<file path="src/rtl/rcio_pkg.sv">
// ----------------------------------------------------------------------------
// rcio_pkg
// Shared types and decode constants for the I/O port decoder.
// ----------------------------------------------------------------------------
package rcio_pkg;

  localparam int SND_REGS  = 16;
  localparam int SND_AW    = 4;

  // Byte values on the data bus.
  localparam logic [7:0] IDLE_BYTE   = 8'hA0;
  localparam logic [7:0] ULA_HI_ONE  = 8'hA0;  // bits 7 and 5 always read as one
  localparam logic [7:0] ULA_HI_ISS  = 8'hE0;  // as above, with bit 6 set
  localparam logic [7:0] ULA_B6_CLR  = 8'hBF;
  localparam logic [7:0] ULA_B6_SRC  = 8'h18;  // last ULA write bits that drive bit 6

  // Address decode patterns.
  localparam logic [1:0] HI_SND_SEL  = 2'b11;
  localparam logic [1:0] HI_PRIMARY  = 2'b01;
  localparam logic [3:0] HI_SECOND   = 4'b0001;

  // Everything the first stage hands to the output register.
  typedef struct packed {
    logic [7:0] rd;          // read byte, unless the sound file supplies it
    logic       snd_rd;      // read byte comes from the sound register file
    logic       snd_hit;     // that entry has been written since reset
    logic [2:0] border;
    logic       speaker;
    logic       mic;
    logic [2:0] bank;
    logic [1:0] rom;
    logic       video;
    logic       lock;
    logic       mode;
  } stage_t;

endpackage

</file>
<file path="src/rtl/retro_computer_io_port_decoder.sv">
// ----------------------------------------------------------------------------
// retro_computer_io_port_decoder
// Partial I/O port decode: ULA, joystick, sound register file and paging.
// ----------------------------------------------------------------------------
//   channel | handshake            | payload
//   --------+----------------------+---------------------------------------
//   input   | in_valid / in_ready  | req_type, port_low/high, write_data, ...
//   output  | out_valid / out_ready| read_data, border_color, ram_bank, ...
//
// One item per cycle is sustained while the output is not stalled. Each result
// is registered in the first stage and then in the output register; the
// extra stage covers the registered read of the sound register RAM.
// Reset clears all latches and marks every sound register as unwritten, so
// it reads as zero until a data write reaches it. A stalled output holds its
// result; one further item can sit in the first stage behind it.
// ----------------------------------------------------------------------------
module retro_computer_io_port_decoder (
  input  logic        clk,
  input  logic        rst,
  input  logic        in_valid,
  output logic        in_ready,
  input  logic        req_type,
  input  logic [7:0]  port_low,
  input  logic [7:0]  port_high,
  input  logic [7:0]  write_data,
  input  logic [63:0] key_matrix,
  input  logic [7:0]  joystick,
  input  logic        tape_play,
  input  logic        tape_record,
  input  logic        tape_ear,
  output logic        out_valid,
  input  logic        out_ready,
  output logic [7:0]  read_data,
  output logic [2:0]  border_color,
  output logic        speaker_level,
  output logic        mic_level,
  output logic [2:0]  ram_bank,
  output logic [1:0]  rom_select,
  output logic        video_page,
  output logic        paging_locked,
  output logic        special_mode
);

  // Architectural latches.
  logic [7:0] last_ula_write, last_ula_write_next;
  logic [2:0] border_reg, border_reg_next;
  logic       speaker_reg, speaker_reg_next;
  logic       mic_reg, mic_reg_next;
  logic [rcio_pkg::SND_AW-1:0] sound_select, sound_select_next;
  logic [rcio_pkg::SND_REGS-1:0] snd_valid;
  logic       lock_flag, lock_flag_next;
  logic       rom_latch, rom_latch_next;
  logic       video_latch, video_latch_next;
  logic [2:0] bank_latch, bank_latch_next;
  logic       mode_bit, mode_bit_next;
  logic       rom_high_bit, rom_high_bit_next;

  // Pipeline.
  logic              s1_valid;
  rcio_pkg::stage_t  s1, s1_next;
  logic              accept, s1_move;
  logic              snd_we;
  logic [7:0]        ram_q;
  logic [7:0]        keys;

  assign s1_move  = s1_valid && (!out_valid || out_ready);
  assign in_ready = !s1_valid || s1_move;
  assign accept   = in_valid && in_ready;
  assign snd_we   = accept && req_type && !port_low[1] && port_high[7] && !port_high[6];

  // AND of every keyboard row whose select bit is low.
  always_comb begin
    keys = 8'hFF;
    for (int k = 0; k < 8; k++) begin
      if (!port_high[k]) begin
        keys = keys & key_matrix[8*k +: 8];
      end
    end
  end

  always_comb begin
    last_ula_write_next = last_ula_write;
    border_reg_next     = border_reg;
    speaker_reg_next    = speaker_reg;
    mic_reg_next        = mic_reg;
    sound_select_next   = sound_select;
    lock_flag_next      = lock_flag;
    rom_latch_next      = rom_latch;
    video_latch_next    = video_latch;
    bank_latch_next     = bank_latch;
    mode_bit_next       = mode_bit;
    rom_high_bit_next   = rom_high_bit;
    s1_next             = '0;

    if (req_type) begin
      // Every device whose decode matches takes the write.
      if (!port_low[0]) begin
        border_reg_next     = write_data[2:0];
        speaker_reg_next    = tape_record ? write_data[3] : write_data[4];
        mic_reg_next        = write_data[3];
        last_ula_write_next = tape_play ? 8'h00 : write_data;
      end
      if (!port_low[1]) begin
        if (port_high[7:6] == rcio_pkg::HI_SND_SEL) begin
          sound_select_next = write_data[rcio_pkg::SND_AW-1:0];
        end
        if (port_high[7:6] == rcio_pkg::HI_PRIMARY && !lock_flag) begin
          lock_flag_next   = write_data[5];
          rom_latch_next   = write_data[4];
          video_latch_next = write_data[3];
          bank_latch_next  = write_data[2:0];
        end
        if (port_high[7:4] == rcio_pkg::HI_SECOND) begin
          mode_bit_next     = write_data[0];
          rom_high_bit_next = write_data[2];
        end
      end
    end else begin
      priority if (!port_low[0]) begin
        if (tape_play) begin
          s1_next.rd       = ((keys | rcio_pkg::ULA_HI_ONE) & rcio_pkg::ULA_B6_CLR)
                             | {1'b0, tape_ear, 6'b0};
          speaker_reg_next = tape_ear;
        end else if ((last_ula_write & rcio_pkg::ULA_B6_SRC) != 8'h00) begin
          s1_next.rd = (keys & rcio_pkg::ULA_B6_CLR) | rcio_pkg::ULA_HI_ISS;
        end else begin
          s1_next.rd = (keys & rcio_pkg::ULA_B6_CLR) | rcio_pkg::ULA_HI_ONE;
        end
      end else if (port_low[7:5] == 3'b000) begin
        s1_next.rd = joystick;
      end else if (port_high[7:6] == rcio_pkg::HI_SND_SEL && !port_low[1]) begin
        s1_next.snd_rd  = 1'b1;
        s1_next.snd_hit = snd_valid[sound_select];
      end else begin
        s1_next.rd = rcio_pkg::IDLE_BYTE;
      end
    end

    s1_next.border  = border_reg_next;
    s1_next.speaker = speaker_reg_next;
    s1_next.mic     = mic_reg_next;
    s1_next.bank    = bank_latch_next;
    s1_next.rom     = {rom_high_bit_next, rom_latch_next};
    s1_next.video   = video_latch_next;
    s1_next.lock    = lock_flag_next;
    s1_next.mode    = mode_bit_next;
  end

  // Reads are issued only on accept, so the read data holds while stage one
  // waits. A write item also issues a read, but its read data goes unused.
  rcio_ram #(
    .WIDTH (8),
    .DEPTH (rcio_pkg::SND_REGS)
  ) u_snd_ram (
    .clk   (clk),
    .we    (snd_we),
    .waddr (sound_select),
    .wdata (write_data),
    .re    (accept),
    .raddr (sound_select),
    .rdata (ram_q)
  );

  always_ff @(posedge clk) begin
    if (rst) begin
      last_ula_write <= '0;
      border_reg     <= '0;
      speaker_reg    <= 1'b0;
      mic_reg        <= 1'b0;
      sound_select   <= '0;
      snd_valid      <= '0;
      lock_flag      <= 1'b0;
      rom_latch      <= 1'b0;
      video_latch    <= 1'b0;
      bank_latch     <= '0;
      mode_bit       <= 1'b0;
      rom_high_bit   <= 1'b0;
      s1_valid       <= 1'b0;
      out_valid      <= 1'b0;
    end else begin
      if (accept) begin
        last_ula_write <= last_ula_write_next;
        border_reg     <= border_reg_next;
        speaker_reg    <= speaker_reg_next;
        mic_reg        <= mic_reg_next;
        sound_select   <= sound_select_next;
        lock_flag      <= lock_flag_next;
        rom_latch      <= rom_latch_next;
        video_latch    <= video_latch_next;
        bank_latch     <= bank_latch_next;
        mode_bit       <= mode_bit_next;
        rom_high_bit   <= rom_high_bit_next;
      end
      if (snd_we) begin
        snd_valid[sound_select] <= 1'b1;
      end
      if (accept) begin
        s1_valid <= 1'b1;
      end else if (s1_move) begin
        s1_valid <= 1'b0;
      end
      if (s1_move) begin
        out_valid <= 1'b1;
      end else if (out_ready) begin
        out_valid <= 1'b0;
      end
    end
  end

  always_ff @(posedge clk) begin
    if (accept) begin
      s1 <= s1_next;
    end
    if (s1_move) begin
      if (s1.snd_rd) begin
        read_data <= s1.snd_hit ? ram_q : 8'h00;
      end else begin
        read_data <= s1.rd;
      end
      border_color  <= s1.border;
      speaker_level <= s1.speaker;
      mic_level     <= s1.mic;
      ram_bank      <= s1.bank;
      rom_select    <= s1.rom;
      video_page    <= s1.video;
      paging_locked <= s1.lock;
      special_mode  <= s1.mode;
    end
  end

endmodule

</file>
<file path="src/rtl/rcio_ram.sv">
// ----------------------------------------------------------------------------
// rcio_ram
// Generic single write port, single read port RAM with registered read.
// ----------------------------------------------------------------------------
module rcio_ram #(
  parameter int WIDTH = 8,
  parameter int DEPTH = 16
) (
  input  logic                     clk,
  input  logic                     we,
  input  logic [$clog2(DEPTH)-1:0] waddr,
  input  logic [WIDTH-1:0]         wdata,
  input  logic                     re,
  input  logic [$clog2(DEPTH)-1:0] raddr,
  output logic [WIDTH-1:0]         rdata
);

  logic [WIDTH-1:0] mem [DEPTH];

  always_ff @(posedge clk) begin
    if (we) begin
      mem[waddr] <= wdata;
    end
    if (re) begin
      rdata <= mem[raddr];
    end
  end

endmodule

</file>
<file path="config.mk">
export PLATFORM = sky130hd
export DESIGN_NAME = retro_computer_io_port_decoder
export DESIGN_NICKNAME = d
export VERILOG_FILES = /design/src/rtl/rcio_pkg.sv /design/src/rtl/retro_computer_io_port_decoder.sv /design/src/rtl/rcio_ram.sv
export SDC_FILE = /design/constraint.sdc
export NUM_CORES = 1
export LEC_CHECK = 0
export BUFFER_PORTS_ARGS = -buffer_cell sky130_fd_sc_hd__buf_2
export CAP_MARGIN = 15
export CELL_PAD_IN_SITES_DETAIL_PLACEMENT = 0
export CELL_PAD_IN_SITES_GLOBAL_PLACEMENT = 1
export CORE_ASPECT_RATIO = 0.7
export CORE_UTILIZATION = 51
export CTS_CLUSTER_DIAMETER = 60
export DETAILED_ROUTE_END_ITERATION = 7
export GPL_TIMING_DRIVEN = 0
export MAX_ROUTING_LAYER = met4
export PLACE_DENSITY_LB_ADDON = 0.12
export SYNTH_ARGS = -nofsm -noshare
export SYNTH_HDL_FRONTEND = slang
export SYNTH_SLANG_ARGS = --single-unit
</file>
<file path="constraint.sdc">
create_clock -name clk -period 4.4 [get_ports clk]
set_input_delay 0.44 -clock clk [delete_from_list [all_inputs] [get_ports clk]]
set_output_delay 0.44 -clock clk [all_outputs]
set_load 0.02 [all_outputs]
</file>
==> run summary <==
WL per Instance - 22.6 µm
Layout overhead on the synthesized area - 16.6%
Core Footprint - 16500 µm²
Hold Fails Final Rpt - 0
CTS buffer count - 21
RePlAce Congestion - 0.896
Crit Path Max Fanout - 9
Hold/Removal Path Class - input port to register
Nets@finish - 766
Crit path max-delay family - simple AND/OR/NAND/NOR gates
Biggest regs - u_snd_ram.mem x128, s1 x23, snd_valid x16
Synth Area in Compound Gates - 8.00%
Critical Path Max Stage Delay - 0.70 ns
Outcome - finished, final reports clean
DRC - 0
PwrDens - 414 nW/µm²
Largest family of logic cells by synthesized area - multiplexers
Hold Buf Count CTS - 0
Via count - 5296
Die H - 111 µm
Crit. End Element - register
Pre-Repair DR Iteration Count - 5
Post-synthesis adder-cell area fraction - 0%
Buffers on Ports - 97
Rows - 39
Slew @ Worst Pin - 0.957 ns
Setup ws final - 1.73 ns
First-iteration detailed-routing DRC count - 439
Share of layout cells above drive strength 1 - 30.7%
Commonest non-fill, non-tap cell in the layout - edfxtp_1
Mapped Cells - 541
Slowest cell on crit path - nor2_1
Syn Nets - 645
RSZ-0062 raised after global routing - no
Worst R2R Setup Slack - 1.73 ns
Post-CTS sizing - 0
Crit path time final - 2.67 ns
TritonCTS clock tree - done
Routed met3 length - 1630 µm
Share of the synthesized area in the top cell type - 62.2%
Sequential element share of the synthesized area - 70.8%
P_leak - 3.56 nW
Die area - 17600 µm²
Simple-gate share of the synthesized area - 7.82%
FMAX - 0.374 GHz
Initial Utilization - 52.7%
Cell taking the most area after synthesis - edfxtp_1
CP Launch Type - register
Clock Pin Slew Worst Setup and Hold Paths - 0.06 ns
Worst path required time - 4.52 ns
Ys flop type - edfxtp_1
ANT nets after route - 0
Mux cell area share after synthesis - 11.1%
Initial antenna violation count - 0
Peak VDD IR - 0.309 mV
CTS Root Buffer Type - clkbuf_16
Place WS - 1.54 ns
Largest net degree at the start of global routing - 41
Slew Viols, Final - 0
Max capacitance violation total - 0
Dpl cells - 864
Vias in the first global route - 5410
Highest routed layer - met4
Met2 WL - 8980 µm
Max FFs per register - 128
Final worst-path cycle share - 60.7%
Final Instance Count excl. Fillers - 902
Sink Count - 217
Biggest register - u_snd_ram.mem
Post-synthesis cell area - 8680 µm²
H-tree level count - 1
Async S/R FF share, synth - 0%
Synth area leaders - edfxtp_1 (62%), mux4_2 (8.8%), dfxtp_1 (8.5%), nor2_1 (1.8%), nand2_1 (1.4%)
Total wire length - 20400 µm
Post-DP HPWL - 14100 µm
I/O pin count - 127
Grt total ovfl - 0
Critical path cell sequence - and3b_1, buf_2, nor3_2, nand3b_1, nor2_1
Setup tns final - 0 ns
Max-slew headroom - 36.0%
Later-pin clock latency in the skew report - 0.49 ns
Global-route wire length before repair - 31000 µm
Post-synth EDFFs - 180
Tot GR Track Use - 24.9%
Crit path buf inv count - 1
FF+latch count, synth - 217
Critical path class - register to register
Met1 WL - 9460 µm
CP Data Arrival Time - 2.79 ns
Vias per cell - 5.87
Area share of xor/xnor cells in the synthesized design - 0%
Final Skew - 0.00915 ns
Total setup buffers inserted after CTS - 0
Post-Syn Area per Cell - 16.1 µm²
Ys Warns - 0
Distinct cell type count after synthesis - 51
Final setup fails - 0
Most frequent cells in the layout - edfxtp_1 (180), buf_2 (108), nor2_1 (42), dfxtp_1 (37), mux4_2 (34)
CTS Buffer Depth - 3
Antenna Cells - 0
Die X - 158 µm
==> worst paths after layout <==
kind                                   from                  end  cells past startpoint
worst min-delay path            joystick[0]               s1[15]                      2
worst min register to register        s1[2]           video_page                      0
worst max register to register    out_valid  u_snd_ram.mem[3][6]                      5
worst max-delay path              out_valid  u_snd_ram.mem[3][6]                      5
==> power breakdown <==
| part | internal, mW | switching [mW] |
|---|---|---|
| combinational | 0.0799 | 0.135 |
| clock | 0.983 | 0.718 |
| sequential | 2.26 | 0.0119 |
| total | 3.33 | 0.865 |
==> Yosys cell counts, types with 5 or more instances <==
cell type  number
or3_1           5
a21o_1          5
dfxtp_1        37
a22oi_1        16
a21oi_1        22
nor2_1         42
mux4_2         34
nand2_1        33
edfxtp_1      180
o221ai_1        5
mux2_2          7
or2_2           8
clkbuf_1       16
nand3_1         5
inv_1          14
nor4_1          5
buf_2          11
mux2_4          5
o311a_1         7
o22ai_1        15
o21ai_0        15
==> layer usage <==
metal / global-route usage, % / vias up
li1: - / 2379
met2: 34.9 / 203
met3: 5.79 / 26
met1: 37.4 / 2688
met4: 4.62 / 0
met5: - / -
==> cell type report <==
type,instances,area (µm²)
Sequential cell,217,6150
Tap cell,225,282
Timing Repair Buffer,98,497
Buffer,30,145
Clock buffer,33,631
Multi-Input combinational cell,278,2340
Inverter,16,60.1
Fill cell,1273,6370
Clock inverter,5,26.3
==> kinds of logic (layout without fill, tap and decap cells) <==
logic type / Yosys count / after routing
mux: 50 / 50
buf+inv: 46 / 182
simple gates: 125 / 125
flops: 217 / 217
compound gates: 103 / 103
==> stage by stage <==
step / utilization [%] / cell area, µm² / power, mW / hold WS [ns]
detailed placement: 57.4 / 9470 / 2.53 / 0.405
floorplan: - / 8680 / 2.42 / 0.400
finish: 61.4 / 10100 / 4.19 / 0.227
global route: 61.4 / 10100 / 4.33 / 0.221
CTS: 61.4 / 10100 / 4.23 / 0.215
global placement: 57.3 / 9450 / 2.52 / 0.401
Note: power is estimated with default switching activity, not from simulation.
